<file path="config.mk">
export PLATFORM = sky130hd
export DESIGN_NAME = rhwd_ofifo_flat
export DESIGN_NICKNAME = d
export VERILOG_FILES = /design/src/rtl/rhwd_pkg.sv /design/src/rtl/rhwd_if.sv /design/src/rtl/rhwd_ofifo.sv /design/src/flat_wrapper.sv
export SDC_FILE = /design/constraint.sdc
export NUM_CORES = 1
export LEC_CHECK = 0
export BUFFER_PORTS_ARGS = -buffer_cell sky130_fd_sc_hd__buf_2
export CAP_MARGIN = 20
export CELL_PAD_IN_SITES_DETAIL_PLACEMENT = 2
export CELL_PAD_IN_SITES_GLOBAL_PLACEMENT = 2
export CORE_MARGIN = 2
export CORE_UTILIZATION = 26
export DETAILED_ROUTE_END_ITERATION = 7
export PLACE_DENSITY = 0.57
export SLEW_MARGIN = 20
export SYNTH_ARGS = -nofsm -noshare
export SYNTH_HDL_FRONTEND = slang
export SYNTH_SLANG_ARGS = --single-unit
</file>
<file path="constraint.sdc">
create_clock -name i_clk -period 7.9 [get_ports i_clk]
set_clock_uncertainty 0.05 [all_clocks]
set_input_delay 0 -clock i_clk [delete_from_list [all_inputs] [get_ports i_clk]]
set_output_delay 0 -clock i_clk [all_outputs]
set_load 0.005 [all_outputs]
</file>
<file path="src/rtl/rhwd_pkg.sv">
// ============================================================================
// rhwd_pkg
// Shared types and constants for the ROI Haar wavelet decimator.
// ============================================================================
`default_nettype none

package rhwd_pkg;

    // Region limits
    localparam int unsigned MAX_REGION_PIXELS = 131072;
    localparam int unsigned MAX_FRAME_DIM     = 4096;
    localparam int unsigned HEIGHT_RATIO      = 2;
    localparam int unsigned MIN_REGION_SIDE   = 16;

    // Field widths
    localparam int unsigned DIM_W    = 13;
    localparam int unsigned POS_W    = 12;
    localparam int unsigned PIX_W    = 8;
    localparam int unsigned CELL_W   = 10;
    localparam int unsigned STRETCH_W = 15;

    // Pair line store: one entry per output cell column
    localparam int unsigned STORE_DEPTH = 1024;
    localparam int unsigned STORE_W     = 2 * PIX_W;
    localparam int unsigned STORE_AW    = $clog2(STORE_DEPTH);

    // Result queue
    localparam int unsigned RES_FIFO_DEPTH = 8;
    localparam int unsigned RES_FIFO_AW    = $clog2(RES_FIFO_DEPTH);
    localparam int unsigned RES_FIFO_CW    = $clog2(RES_FIFO_DEPTH + 1);

    // APB register map
    localparam int unsigned APB_ADDR_W = 5;
    localparam int unsigned APB_DATA_W = 32;

    typedef enum logic [2:0] {
        REG_IMAGE_WIDTH   = 3'd0,
        REG_IMAGE_HEIGHT  = 3'd1,
        REG_REGION_LEFT   = 3'd2,
        REG_REGION_TOP    = 3'd3,
        REG_REGION_WIDTH  = 3'd4,
        REG_REGION_HEIGHT = 3'd5,
        REG_REFINE_MODE   = 3'd6
    } t_reg_idx;

    // Registers that act immediately on the pixel counters
    typedef struct packed {
        logic [DIM_W-1:0] image_width;
        logic [POS_W-1:0] region_left;
        logic [POS_W-1:0] region_top;
    } t_live;

    // Precomputed region check, latched at frame start
    typedef struct packed {
        logic             bad;
        logic [DIM_W-1:0] eff_w;
        logic [DIM_W-1:0] eff_h;
    } t_region;

    typedef struct packed {
        logic [CELL_W-1:0] cell_row;
        logic [CELL_W-1:0] cell_col;
        logic [PIX_W-1:0]  avg_of_avg;
        logic [PIX_W-1:0]  diff_of_avg;
        logic [PIX_W-1:0]  avg_of_diff;
        logic [PIX_W-1:0]  diff_of_diff;
        logic              frame_done;
        logic              region_error;
        logic [DIM_W-1:0]  used_width;
        logic [DIM_W-1:0]  used_height;
    } t_result;

endpackage

`default_nettype wire

</file>
<file path="src/rtl/rhwd_if.sv">
// ============================================================================
// rhwd_pix_if / rhwd_cell_if
// Valid/ready channels for the pixel input and the cell result output.
// ============================================================================
`default_nettype none


interface rhwd_cell_if;
    import rhwd_pkg::*;

    logic              valid;
    logic              ready;
    logic [CELL_W-1:0] cell_row;
    logic [CELL_W-1:0] cell_col;
    logic [PIX_W-1:0]  avg_of_avg;
    logic [PIX_W-1:0]  diff_of_avg;
    logic [PIX_W-1:0]  avg_of_diff;
    logic [PIX_W-1:0]  diff_of_diff;
    logic              frame_done;
    logic              region_error;
    logic [DIM_W-1:0]  used_width;
    logic [DIM_W-1:0]  used_height;

    modport source (
        output valid, cell_row, cell_col, avg_of_avg, diff_of_avg, avg_of_diff,
               diff_of_diff, frame_done, region_error, used_width, used_height,
        input  ready
    );
    modport sink (
        input  valid, cell_row, cell_col, avg_of_avg, diff_of_avg, avg_of_diff,
               diff_of_diff, frame_done, region_error, used_width, used_height,
        output ready
    );
endinterface

`default_nettype wire

</file>
<file path="src/rtl/rhwd_ofifo.sv">
// ============================================================================
// rhwd_ofifo
// Result queue between the pixel pipeline and the output channel.
// ============================================================================
`default_nettype none

module rhwd_ofifo (
    input  wire logic                             i_clk,
    input  wire logic                             i_rst_n,
    input  wire logic                             i_push,
    input  rhwd_pkg::t_result                     i_data,
    output logic [rhwd_pkg::RES_FIFO_CW-1:0]      o_count,
    rhwd_cell_if.source                           o_cell
);
    import rhwd_pkg::*;

    t_result                r_mem [RES_FIFO_DEPTH];
    logic [RES_FIFO_AW-1:0] r_wptr;
    logic [RES_FIFO_AW-1:0] r_rptr;
    logic [RES_FIFO_CW-1:0] r_count;
    logic                   pop;
    t_result                head;

    assign pop  = o_cell.valid && o_cell.ready;
    assign head = r_mem[r_rptr];

    // Storage; the upstream credit check keeps pushes off a full queue
    always_ff @(posedge i_clk) begin
        if (i_push) begin
            r_mem[r_wptr] <= i_data;
        end
    end

    // Pointers and fill level
    always_ff @(posedge i_clk) begin
        if (!i_rst_n) begin
            r_wptr  <= '0;
            r_rptr  <= '0;
            r_count <= '0;
        end else begin
            if (i_push) begin
                r_wptr <= r_wptr + RES_FIFO_AW'(1);
            end
            if (pop) begin
                r_rptr <= r_rptr + RES_FIFO_AW'(1);
            end
            if (i_push && !pop) begin
                r_count <= r_count + RES_FIFO_CW'(1);
            end else if (pop && !i_push) begin
                r_count <= r_count - RES_FIFO_CW'(1);
            end
        end
    end

    assign o_count             = r_count;
    assign o_cell.valid        = (r_count != '0);
    assign o_cell.cell_row     = head.cell_row;
    assign o_cell.cell_col     = head.cell_col;
    assign o_cell.avg_of_avg   = head.avg_of_avg;
    assign o_cell.diff_of_avg  = head.diff_of_avg;
    assign o_cell.avg_of_diff  = head.avg_of_diff;
    assign o_cell.diff_of_diff = head.diff_of_diff;
    assign o_cell.frame_done   = head.frame_done;
    assign o_cell.region_error = head.region_error;
    assign o_cell.used_width   = head.used_width;
    assign o_cell.used_height  = head.used_height;

endmodule

`default_nettype wire

</file>
<file path="src/flat_wrapper.sv">
// flat-port wrapper written by rule: the top's interface ports become plain ports
module rhwd_ofifo_flat import rhwd_pkg::*;
  (i_clk, i_rst_n, i_push, i_data, o_count, o_cell_valid, o_cell_cell_row, o_cell_cell_col, o_cell_avg_of_avg, o_cell_diff_of_avg, o_cell_avg_of_diff, o_cell_diff_of_diff, o_cell_frame_done, o_cell_region_error, o_cell_used_width, o_cell_used_height, o_cell_ready);
  rhwd_cell_if o_cell_i ();
  input  wire logic i_clk;
  input  wire logic i_rst_n;
  input  wire logic i_push;
  input  rhwd_pkg::t_result i_data;
  output logic [rhwd_pkg::RES_FIFO_CW-1:0] o_count;
  output wire logic [$bits(o_cell_i.valid)-1:0] o_cell_valid;
  output wire logic [$bits(o_cell_i.cell_row)-1:0] o_cell_cell_row;
  output wire logic [$bits(o_cell_i.cell_col)-1:0] o_cell_cell_col;
  output wire logic [$bits(o_cell_i.avg_of_avg)-1:0] o_cell_avg_of_avg;
  output wire logic [$bits(o_cell_i.diff_of_avg)-1:0] o_cell_diff_of_avg;
  output wire logic [$bits(o_cell_i.avg_of_diff)-1:0] o_cell_avg_of_diff;
  output wire logic [$bits(o_cell_i.diff_of_diff)-1:0] o_cell_diff_of_diff;
  output wire logic [$bits(o_cell_i.frame_done)-1:0] o_cell_frame_done;
  output wire logic [$bits(o_cell_i.region_error)-1:0] o_cell_region_error;
  output wire logic [$bits(o_cell_i.used_width)-1:0] o_cell_used_width;
  output wire logic [$bits(o_cell_i.used_height)-1:0] o_cell_used_height;
  input wire logic [$bits(o_cell_i.ready)-1:0] o_cell_ready;
  assign o_cell_valid = o_cell_i.valid;
  assign o_cell_cell_row = o_cell_i.cell_row;
  assign o_cell_cell_col = o_cell_i.cell_col;
  assign o_cell_avg_of_avg = o_cell_i.avg_of_avg;
  assign o_cell_diff_of_avg = o_cell_i.diff_of_avg;
  assign o_cell_avg_of_diff = o_cell_i.avg_of_diff;
  assign o_cell_diff_of_diff = o_cell_i.diff_of_diff;
  assign o_cell_frame_done = o_cell_i.frame_done;
  assign o_cell_region_error = o_cell_i.region_error;
  assign o_cell_used_width = o_cell_i.used_width;
  assign o_cell_used_height = o_cell_i.used_height;
  assign o_cell_i.ready = o_cell_ready;
  rhwd_ofifo u_core (.i_clk(i_clk), .i_rst_n(i_rst_n), .i_push(i_push), .i_data(i_data), .o_count(o_count), .o_cell(o_cell_i));
endmodule
</file>
==> metrics <==
status finished, final reports clean; Tot Pwr 8.958 mW; IO buf count about 170; post-layout min period approximately 3.4 ns; core footprint roughly 94000 um^2; hpwl dp 31100 um; R2R depth 4; clock buffer count from CTS 77; CP required 7.85 ns; period utilization between 40% and 50%; Max-Cap Viols 0; Worst VDD drop 229.6 uV; share of layout cells above drive strength 1 between 30% and 40%; die area about 100000 um^2; Highest Signal Layer met5; initial antenna violation count 3; via count of the first global-routing pass around 13000; Setup TNS 0 ns; Total Routing Usage GR approximately an eighth; DIE HEIGHT 311.8 um; routability congestion estimate 0.6697; Clock Pin Slew Worst Setup and Hold Paths 0.06 ns; Initial Utilization 26.31%; Fin. Hold Viols 0; CTS tree built; insertion delay to the later sink of the worst-skew pair between 0.6 and 0.7 ns; commonest non-fill, non-tap cell in the layout edfxtp_1; Layout area overhead 22.62%; Hold Crit Endpoint u_core.r_mem[1][44]$_DFFE_PP_; row cnt ~110; Mapped Cells ~990; Worst R2R Start u_core.r_wptr[1]$_SDFFE_PN0P_; most frequent cells in the layout 640 x edfxtp_1, 168 x buf_2, 160 x mux4_2; GRT overflow 0; met1 wire length 25140 um; drt via density 4.328; Worst Max-Slew Pin Slew between 0.9 and 1 ns; FMAX around 290 MHz; WL per Instance ~23 um; fin. max-slew vios 0; Iter 0 DRT Violations 680; DP Cell Count between 2000 and 2500; Via Count 11305; hold path start i_data[44]; CP max FO between 50 and 60; Remaining DRCs 0; first-pass iteration count of the detailed router 6; global-route wire length before repair about 90000 um; critical path class flip-flop to primary output; layout net count roughly 1400; cell count of the worst hold path 2; largest net degree at the start of global routing 96; Reg2Reg Setup Slack ~5.1 ns; Mapped Nets 1084; Reg2Reg Capture Point u_core.r_mem[0][32]$_DFFE_PP_; met2 wire length 30550 um; Yosys cell types 27; Rel. slew slack 35.44%; Antenna Nets Post-Route 0; leak pwr approximately 9.5 nW; Synth warnings 0; clk sinks approximately 650; critical path endpoint category primary output; post-synthesis sequential area ratio 79.09%; Die X slightly above 300 um; Setup crit start kind flip-flop; routed wl met3 roughly 2300 um; crit path DAT about 3.4 ns; syn avg cell area approximately 25 um^2; drt total wl about 60000 um; Yosys reg bits roughly 650; Cell Area, Synth 24630 um^2; Pwr Density a little under 300 nW/um^2; Final Util about a third; # setup viols final 0; IO Pins between 150 and 200; Root Buffer clkbuf_16; H-Tree Level Count 3; Hold WC Path Type input pin to flip-flop; non-filler cells, final approximately 2600; CTS max path bufs 3; RSZ-0062 raised after global routing no
## kinds of logic (layout without fill, tap and decap cells)
kind of cell / count (synthesis) / count (layout) / share of synthesized area (%)
compound gates: 5 / 5 / 0.1270
xor+xnor: 6 / 6 / 0.2134
fa+ha+maj: 6 / 6 / 0.3353
buf+inv: 48 / 410 / 1.153
flops: 653 / 653 / 79.09
mux: 243 / 243 / 18.41
other cells: 0 / 2 / 0
simple gates: 33 / 33 / 0.6756
## stage by stage
step                area [um^2]  worst slack, ns  hold slack, ns
floorplan                 24630            1.312         0.04887
global placement          27000            5.040          0.2148
detailed placement        27000            5.035          0.2311
CTS                       30200            4.330         0.07059
global route              30200            4.264          0.1132
finish                    30200            4.480          0.1333
## how the worst max path moves through the flow
stage	start	slack, ns	depth (start not counted)	to
finish	flip-flop	4.48	4	o_cell_cell_row[3]
global placement	u_core.r_wptr[0]$_SDFFE_PN0P_	5.04	4	u_core.r_mem[7][31]$_DFFE_PP_
floorplan	u_core.r_wptr[1]$_SDFFE_PN0P_	1.31	2	u_core.r_mem[0][0]$_DFFE_PP_
CTS	flip-flop	4.33	4	o_cell_cell_col[2]
global route	flip-flop	4.26	4	o_cell_cell_row[3]
detailed placement	flip-flop	5.04	4	o_cell_cell_col[2]
## cell type report
class,count,area [um^2]
fill,9313,63410
clock inverter,39,271.5
sequential,653,19490
tap,1254,1569
multi-input combinational,293,4922
clock buffer,97,2087
timing repair buffer,273,1852
inverter,1,3.754
antenna,2,5.005
## critical path, cell delays in order (launching register included)
cell and delay [ns]:
dfxtp_4 0.96, buf_4 0.85, mux4_2 0.42, mux2_2 0.31
buf_2 0.14
## metal layers
metal	vias up	GRT usage, %
li1	4879	-
met1	6133	15.34
met2	202	21.43
met3	89	2.735
met4	2	3.529
met5	-	0
## flip-flops by register name (all words and copies together) (netlist names), named ones only
| register | count |
|---|---|
| u_core.r_mem | 640 |
| u_core.r_wptr | 3 |
| u_core.r_rptr | 3 |
| u_core.o_count | 4 |
## cells in the mapped netlist
cell / n / area, um^2
mux4_2: 160 / 3603
buf_1: 2 / 7.510
nor2_1: 7 / 26.28
a21oi_1: 1 / 5.000
buf_6: 11 / 123.9
edfxtp_1: 640 / 19220
or4_1: 1 / 7.510
fa_1: 1 / 20.02
mux2i_1: 3 / 30.03
nand3_1: 3 / 15.01
ha_1: 5 / 62.56
nand2b_1: 4 / 25.02
mux2_2: 80 / 900.9
nor3_1: 2 / 10.01
inv_1: 1 / 3.750
o21ai_0: 1 / 5.000
and2_1: 7 / 43.79
nand2_1: 7 / 26.28
dfxtp_1: 13 / 260.3
xnor2_1: 5 / 43.79
xor2_1: 1 / 8.760
a211oi_1: 1 / 7.510
nor2b_1: 2 / 12.51
a21boi_0: 1 / 7.510
buf_2: 17 / 85.08
a31oi_1: 1 / 6.260
clkbuf_1: 17 / 63.81
## where the power goes
part | internal (mW) | total (mW) | switching, mW
clock network | 1.94 | 3.34 | 1.40
logic | 0.889 | 1.60 | 0.713
registers | 3.91 | 4.02 | 0.103
## repair_timing
item                                   in CTS  in global routing
resized for setup                           0                  0
setup buffers                               0                  0
endpoints found under the hold margin     653                  0
hold buffers                               84                  0
Power figures use the tool's default switching activity.
