===== src/rtl/rhwd_pkg.sv =====
// ============================================================================
// rhwd_pkg
// Shared types and constants for the ROI Haar wavelet decimator.
// ============================================================================
`default_nettype none

package rhwd_pkg;

    // Region limits
    localparam int unsigned MAX_REGION_PIXELS = 131072;
    localparam int unsigned MAX_FRAME_DIM     = 4096;
    localparam int unsigned HEIGHT_RATIO      = 2;
    localparam int unsigned MIN_REGION_SIDE   = 16;

    // Field widths
    localparam int unsigned DIM_W    = 13;
    localparam int unsigned POS_W    = 12;
    localparam int unsigned PIX_W    = 8;
    localparam int unsigned CELL_W   = 10;
    localparam int unsigned STRETCH_W = 15;

    // Pair line store: one entry per output cell column
    localparam int unsigned STORE_DEPTH = 1024;
    localparam int unsigned STORE_W     = 2 * PIX_W;
    localparam int unsigned STORE_AW    = $clog2(STORE_DEPTH);

    // Result queue
    localparam int unsigned RES_FIFO_DEPTH = 8;
    localparam int unsigned RES_FIFO_AW    = $clog2(RES_FIFO_DEPTH);
    localparam int unsigned RES_FIFO_CW    = $clog2(RES_FIFO_DEPTH + 1);

    // APB register map
    localparam int unsigned APB_ADDR_W = 5;
    localparam int unsigned APB_DATA_W = 32;

    typedef enum logic [2:0] {
        REG_IMAGE_WIDTH   = 3'd0,
        REG_IMAGE_HEIGHT  = 3'd1,
        REG_REGION_LEFT   = 3'd2,
        REG_REGION_TOP    = 3'd3,
        REG_REGION_WIDTH  = 3'd4,
        REG_REGION_HEIGHT = 3'd5,
        REG_REFINE_MODE   = 3'd6
    } t_reg_idx;

    // Registers that act immediately on the pixel counters
    typedef struct packed {
        logic [DIM_W-1:0] image_width;
        logic [POS_W-1:0] region_left;
        logic [POS_W-1:0] region_top;
    } t_live;

    // Precomputed region check, latched at frame start
    typedef struct packed {
        logic             bad;
        logic [DIM_W-1:0] eff_w;
        logic [DIM_W-1:0] eff_h;
    } t_region;

    typedef struct packed {
        logic [CELL_W-1:0] cell_row;
        logic [CELL_W-1:0] cell_col;
        logic [PIX_W-1:0]  avg_of_avg;
        logic [PIX_W-1:0]  diff_of_avg;
        logic [PIX_W-1:0]  avg_of_diff;
        logic [PIX_W-1:0]  diff_of_diff;
        logic              frame_done;
        logic              region_error;
        logic [DIM_W-1:0]  used_width;
        logic [DIM_W-1:0]  used_height;
    } t_result;

endpackage

`default_nettype wire


===== src/rtl/rhwd_cfg.sv =====
// ============================================================================
// rhwd_cfg
// APB register file and two-stage region check that follows the registers.
// ============================================================================
`default_nettype none

module rhwd_cfg (
    input  wire logic                              i_clk,
    input  wire logic                              i_rst_n,
    input  wire logic                              psel,
    input  wire logic                              penable,
    input  wire logic                              pwrite,
    input  wire logic [rhwd_pkg::APB_ADDR_W-1:0]   paddr,
    input  wire logic [rhwd_pkg::APB_DATA_W-1:0]   pwdata,
    output logic      [rhwd_pkg::APB_DATA_W-1:0]   prdata,
    output logic                                   pready,
    output rhwd_pkg::t_live                        o_live,
    output rhwd_pkg::t_region                      o_region
);
    import rhwd_pkg::*;

    logic [DIM_W-1:0] r_image_width;
    logic [DIM_W-1:0] r_image_height;
    logic [POS_W-1:0] r_region_left;
    logic [POS_W-1:0] r_region_top;
    logic [DIM_W-1:0] r_region_width;
    logic [DIM_W-1:0] r_region_height;
    logic             r_refine_mode;

    t_reg_idx         reg_idx;
    logic             wr_en;

    // Check stage 1
    logic [DIM_W:0]       wsum;
    logic [DIM_W:0]       hsum;
    logic [STRETCH_W-1:0] stretch;
    logic [STRETCH_W:0]   ssum;
    logic [STRETCH_W:0]   clip;
    logic [STRETCH_W-1:0] h_ref;
    logic                 n_bad1;
    logic                 r_bad1;
    logic [DIM_W-1:0]     r_w1;
    logic [STRETCH_W-1:0] r_h1;

    // Check stage 2
    logic [DIM_W+STRETCH_W-1:0] area;
    logic                       n_bad;
    t_region                    r_region;

    assign pready  = 1'b1;
    assign reg_idx = t_reg_idx'(paddr[APB_ADDR_W-1:2]);
    assign wr_en   = psel && penable && pwrite;

    // Register writes
    always_ff @(posedge i_clk) begin
        if (!i_rst_n) begin
            r_image_width   <= DIM_W'(640);
            r_image_height  <= DIM_W'(480);
            r_region_left   <= '0;
            r_region_top    <= '0;
            r_region_width  <= DIM_W'(16);
            r_region_height <= DIM_W'(16);
            r_refine_mode   <= 1'b0;
        end else if (wr_en) begin
            unique case (reg_idx)
                REG_IMAGE_WIDTH:   r_image_width   <= pwdata[DIM_W-1:0];
                REG_IMAGE_HEIGHT:  r_image_height  <= pwdata[DIM_W-1:0];
                REG_REGION_LEFT:   r_region_left   <= pwdata[POS_W-1:0];
                REG_REGION_TOP:    r_region_top    <= pwdata[POS_W-1:0];
                REG_REGION_WIDTH:  r_region_width  <= pwdata[DIM_W-1:0];
                REG_REGION_HEIGHT: r_region_height <= pwdata[DIM_W-1:0];
                REG_REFINE_MODE:   r_refine_mode   <= pwdata[0];
                default: ;
            endcase
        end
    end

    // Read mux
    always_comb begin
        unique case (reg_idx)
            REG_IMAGE_WIDTH:   prdata = APB_DATA_W'(r_image_width);
            REG_IMAGE_HEIGHT:  prdata = APB_DATA_W'(r_image_height);
            REG_REGION_LEFT:   prdata = APB_DATA_W'(r_region_left);
            REG_REGION_TOP:    prdata = APB_DATA_W'(r_region_top);
            REG_REGION_WIDTH:  prdata = APB_DATA_W'(r_region_width);
            REG_REGION_HEIGHT: prdata = APB_DATA_W'(r_region_height);
            REG_REFINE_MODE:   prdata = APB_DATA_W'(r_refine_mode);
            default:           prdata = '0;
        endcase
    end

    // Stage 1: side limits, frame limits, refine stretch and rounding
    always_comb begin
        wsum    = {2'b00, r_region_left} + {1'b0, r_region_width};
        hsum    = {2'b00, r_region_top} + {1'b0, r_region_height};
        stretch = STRETCH_W'(r_region_height) * STRETCH_W'(HEIGHT_RATIO);
        ssum    = {4'd0, r_region_top} + {1'b0, stretch};
        // only meaningful on a region that passed the side checks
        clip    = {3'd0, r_image_height} - (STRETCH_W+1)'(1) - {4'd0, r_region_top};
        n_bad1  = (32'(r_region_width) < MIN_REGION_SIDE)
               || (32'(r_region_height) < MIN_REGION_SIDE)
               || (wsum > {1'b0, r_image_width})
               || (hsum > {1'b0, r_image_height})
               || (32'(r_image_width) > MAX_FRAME_DIM)
               || (32'(r_image_height) > MAX_FRAME_DIM);
        if (r_refine_mode) begin
            h_ref = (ssum < {3'd0, r_image_height}) ? stretch : clip[STRETCH_W-1:0];
        end else begin
            h_ref = STRETCH_W'(r_region_height);
        end
    end

    // Stage 2: area limit
    assign area  = (DIM_W+STRETCH_W)'(r_w1) * (DIM_W+STRETCH_W)'(r_h1);
    assign n_bad = r_bad1 || (32'(area) > MAX_REGION_PIXELS);

    always_ff @(posedge i_clk) begin
        if (!i_rst_n) begin
            r_bad1   <= 1'b0;
            r_w1     <= '0;
            r_h1     <= '0;
            r_region <= '0;
        end else begin
            r_bad1         <= n_bad1;
            r_w1           <= {r_region_width[DIM_W-1:2], 2'b00};
            r_h1           <= {h_ref[STRETCH_W-1:2], 2'b00};
            r_region.bad   <= n_bad;
            r_region.eff_w <= n_bad ? '0 : r_w1;
            r_region.eff_h <= n_bad ? '0 : r_h1[DIM_W-1:0];
        end
    end

    assign o_region           = r_region;
    assign o_live.image_width = r_image_width;
    assign o_live.region_left = r_region_left;
    assign o_live.region_top  = r_region_top;

endmodule

`default_nettype wire


===== config.mk =====
export PLATFORM = sky130hd
export DESIGN_NAME = rhwd_cfg
export DESIGN_NICKNAME = d
export VERILOG_FILES = /design/src/rtl/rhwd_pkg.sv /design/src/rtl/rhwd_cfg.sv
export SDC_FILE = /design/constraint.sdc
export NUM_CORES = 1
export LEC_CHECK = 0
export ABC_AREA = 1
export BUFFER_PORTS_ARGS = -buffer_cell sky130_fd_sc_hd__buf_2
export CAP_MARGIN = 10
export CORE_MARGIN = 4
export CORE_UTILIZATION = 50
export DETAILED_ROUTE_END_ITERATION = 8
export PLACE_DENSITY = 0.69
export SETUP_SLACK_MARGIN = 0.3
export SYNTH_ARGS = -nofsm -noshare
export SYNTH_HDL_FRONTEND = slang
export SYNTH_SLANG_ARGS = --single-unit

===== constraint.sdc =====
create_clock -name i_clk -period 6 [get_ports i_clk]
set_input_delay 0.9 -clock i_clk [delete_from_list [all_inputs] [get_ports i_clk]]
set_output_delay 0.9 -clock i_clk [all_outputs]
set_load 0.005 [all_outputs]

==> impl_metrics.tcl <==
set metrics [dict create \
    routabilityCongestion 0.937 \
    p_clk_share_pct 49.0 \
    cp.required_ns 6.36 \
    max_stage_delay_ns 0.58 \
    clock-sinks 125 \
    core_um2 26900 \
    dieWidth_um 173 \
    reg2regPathDepth 25 \
    reg2reg_slack_ns 0.56 \
    crit_path_end_kind "flip-flop" \
    diodes 0 \
    synth_seq_cells 125 \
    worstSetupStartpoint "r_w1[5]" \
    p_comb_share_pct 10.6 \
    grt-ovfl-total 0 \
    clk_pin_slew_worst_paths_ns 0.06 \
    multi_input_area_um2 9290 \
    cp_max_fo 9 \
    max-cap-violations 0 \
    ys.flop_type "dfxtp_1" \
    synth.top_cell.area_share_pct 18.4 \
    cts-root-buf "clkbuf_16" \
    grt_pass1_wl_mm 62.1 \
    synth_adder_area_share_pct 30.3 \
    rsz0062_at_grt "no" \
    synth_edf_count 0 \
    worstHoldPathType "reg2reg" \
    dr.first_iter.drc_count 988 \
    setup_violations 0 \
    rr_endpoint "o_region[18]" \
    synth-xor-area-share_pct 3.85 \
    viasPerCell 5.38 \
    leakagePower_nw 8.37 \
    cp-endpoint "o_region[18]" \
    vias 12700 \
    finalHoldViolCount 0 \
    area.sequential_um2 2550 \
    power.total_w 0.00212 \
    skew_ns 0.0189 \
    cts_tree "built" \
    start_util_pct 50.7 \
    ys_warn_count 0 \
    p_sw_w 0.000607 \
    instances_no_fill 2353 \
    synth_area_per_cell_um2 7.15 \
    synth_top_family_by_area "adder cells" \
    n_fill_cell 2517 \
    crit_slowest_cell "fa_1" \
    seqPwrFrac_pct 40.4 \
    yosysUniqueCellTypes 47 \
    power.density_nw_per_um2 139 \
    yosysTopAreaCell "dfxtp_1" \
    hold_depth 2 \
    slew_viol_final 0 \
    crit_path_frequent_cell "nand2_1" \
    ioPinCount 139 \
    slew_headroom_pct 44.0 \
    ctsHtreeMaxLevel 4 \
    max_freq_mhz 184 \
    synth_compound_area_share_pct 12.2 \
    row_count 60 \
    drt-total-wl_mm 39.6 \
    grt_max_degree 89 \
    switching_share_pct 28.6 \
    cts.path.max_buffers 2 \
    synth_simple_gate_area_share_pct 20.9 \
    synth_area_leaders "dfxtp_1 (18%), ha_1 (15%), fa_1 (15%), inv_1 (11%), nand2_1 (11%)" \
    clk_latency_ns 0.43 \
    dr.pass1.iters 5 \
    dpl.hpwl_mm 31.2 \
    drive_gt1_share_pct 12.0 \
    cp-start-kind "flip-flop" \
    ir_worst_vdd_uv 150 \
    ys_seq_area_share_pct 18.4 \
    cts-buffers-inserted 17 \
    period_share_pct 90.7 \
    track_usage_pct 25.7 \
    setup_tns_ns 0 \
    place_inst 2317 \
    dieArea_um2 30000 \
    synth_cells 1907 \
    mappedNetlistArea_um2 13600 \
    whs_ns 0.489 \
    final_nets 2310 \
    worstPathArrival_ns 5.80 \
    fin_crit_ns 5.44 \
    area_growth_pct 11.6 \
    cts_hold_buffers 0 \
    crit_type "reg2reg" \
    io_buffers 93 \
    synth_mux_area_share_pct 0 \
    outcome "finished clean" \
    antenna_left 0 \
    first_global_vias 12000 \
    drc 0 \
    r2r_start "r_w1[5]" \
    die_y_um 173 \
    p_int_w 0.00151 \
    antenna_found_initial 0 \
    tightest_slew_ns 0.840 \
    synth_async_sr_flop_share_pct 0 \
    wl_per_cell_um 16.8 \
]
critical path, delay by kind of cell, from the launching register on:
| kind | cells | cell delay (ns) |
|---|---|---|
| adder cells (fa/ha/maj) | 6 | 3.03 |
| AND/OR/NAND/NOR | 14 | 1.37 |
| buffers and inverters | 5 | 0.49 |
| flip-flops | 1 | 0.48 |
metrics by stage:
stage	setup WS, ns	util [%]	cell area, µm²
floorplan	0.885	-	13700
global placement	0.366	53.9	14500
detailed placement	0.295	53.9	14500
CTS	0.336	56.1	15100
global route	0.262	56.6	15200
finish	0.559	56.6	15200
cell families after synthesis:
logic type | after synthesis
simple gates | 661
compound gates | 301
other cells | 2
flops | 125
buf+inv | 489
xor+xnor | 60
fa+ha+maj | 269
per-layer routing:
layer | track usage (%) | vias up | wire length [µm] | share of wire, %
met1 | 34.6 | 5857 | 16600 | 42
met4 | 6.68 | 0 | 1070 | 2.7
met5 | 0 | - | 0 | 0
li1 | - | 6142 | - | -
met2 | 43.0 | 575 | 18500 | 47
met3 | 4.55 | 82 | 3400 | 8.6
synthesized netlist by cell type, drive strengths merged (20+ instances only):
master	n
inv	408
nand2	399
ha	167
a21oi	143
nor2	141
dfxtp	125
o21ai	103
fa	102
nand3	72
xor2	43
buf	40
clkbuf	39
nand4	20
cell usage in the layout (no fill, tap or decap), drive strengths merged, types with 8 or more instances in the layout:
| cell type | instances |
|---|---|
| nand4 | 20 |
| buf | 128 |
| xor2 | 43 |
| xnor2 | 17 |
| nor2 | 141 |
| clkbuf | 20 |
| fa | 102 |
| o21ai | 103 |
| nand3 | 72 |
| inv | 415 |
| ha | 167 |
| nor3 | 19 |
| dfxtp | 125 |
| o211ai | 8 |
| conb | 24 |
| a221oi | 11 |
| a21oi | 143 |
| nand2 | 399 |
power groups by stage:
stage / registers [W] / logic, W / clock network (W)
global placement: 0.000878 / 0.000205 / 0
detailed placement: 0.000878 / 0.000208 / 0
floorplan: 0.000868 / 0.000153 / 0
CTS: 0.000859 / 0.000209 / 0.00104
finish: 0.000856 / 0.000224 / 0.00104
global route: 0.000857 / 0.000247 / 0.00109
sequential cells by signal, summed over array words and instances (netlist names):
signal           count
r_w1                11
r_region_left       12
r_refine_mode        1
o_region            23
r_h1                13
r_image_width       13
r_bad1               1
r_region_top        12
r_image_height      13
r_region_height     13
r_region_width      13
area by class of cell:
| class | instances | area share [%] |
|---|---|---|
| multi-input combinational | 1315 | 61.0 |
| clock buffer | 18 | 2.89 |
| tap | 341 | 2.80 |
| clock inverter | 14 | 0.995 |
| sequential | 125 | 16.8 |
| inverter | 410 | 10.1 |
| timing repair buffer | 130 | 5.41 |
worst min-delay path by stage:
stage                                   from        to
final                     r_region_width[10]  r_w1[10]
after global routing       r_region_width[9]   r_w1[9]
after CTS                 r_region_width[10]  r_w1[10]
after detailed placement   r_region_width[8]   r_w1[8]
after global placement     r_region_width[4]   r_w1[4]
after floorplan            r_region_width[4]   r_w1[4]
timing repair:
| action | CTS | global route |
|---|---|---|
| gates resized for setup | 2 | 41 |
| cloned | 0 | 3 |
| setup endpoints to repair | 19 | 22 |
| pin swaps | 0 | 3 |
| setup buffers | 0 | 1 |
Power figures use the tool's default switching activity.
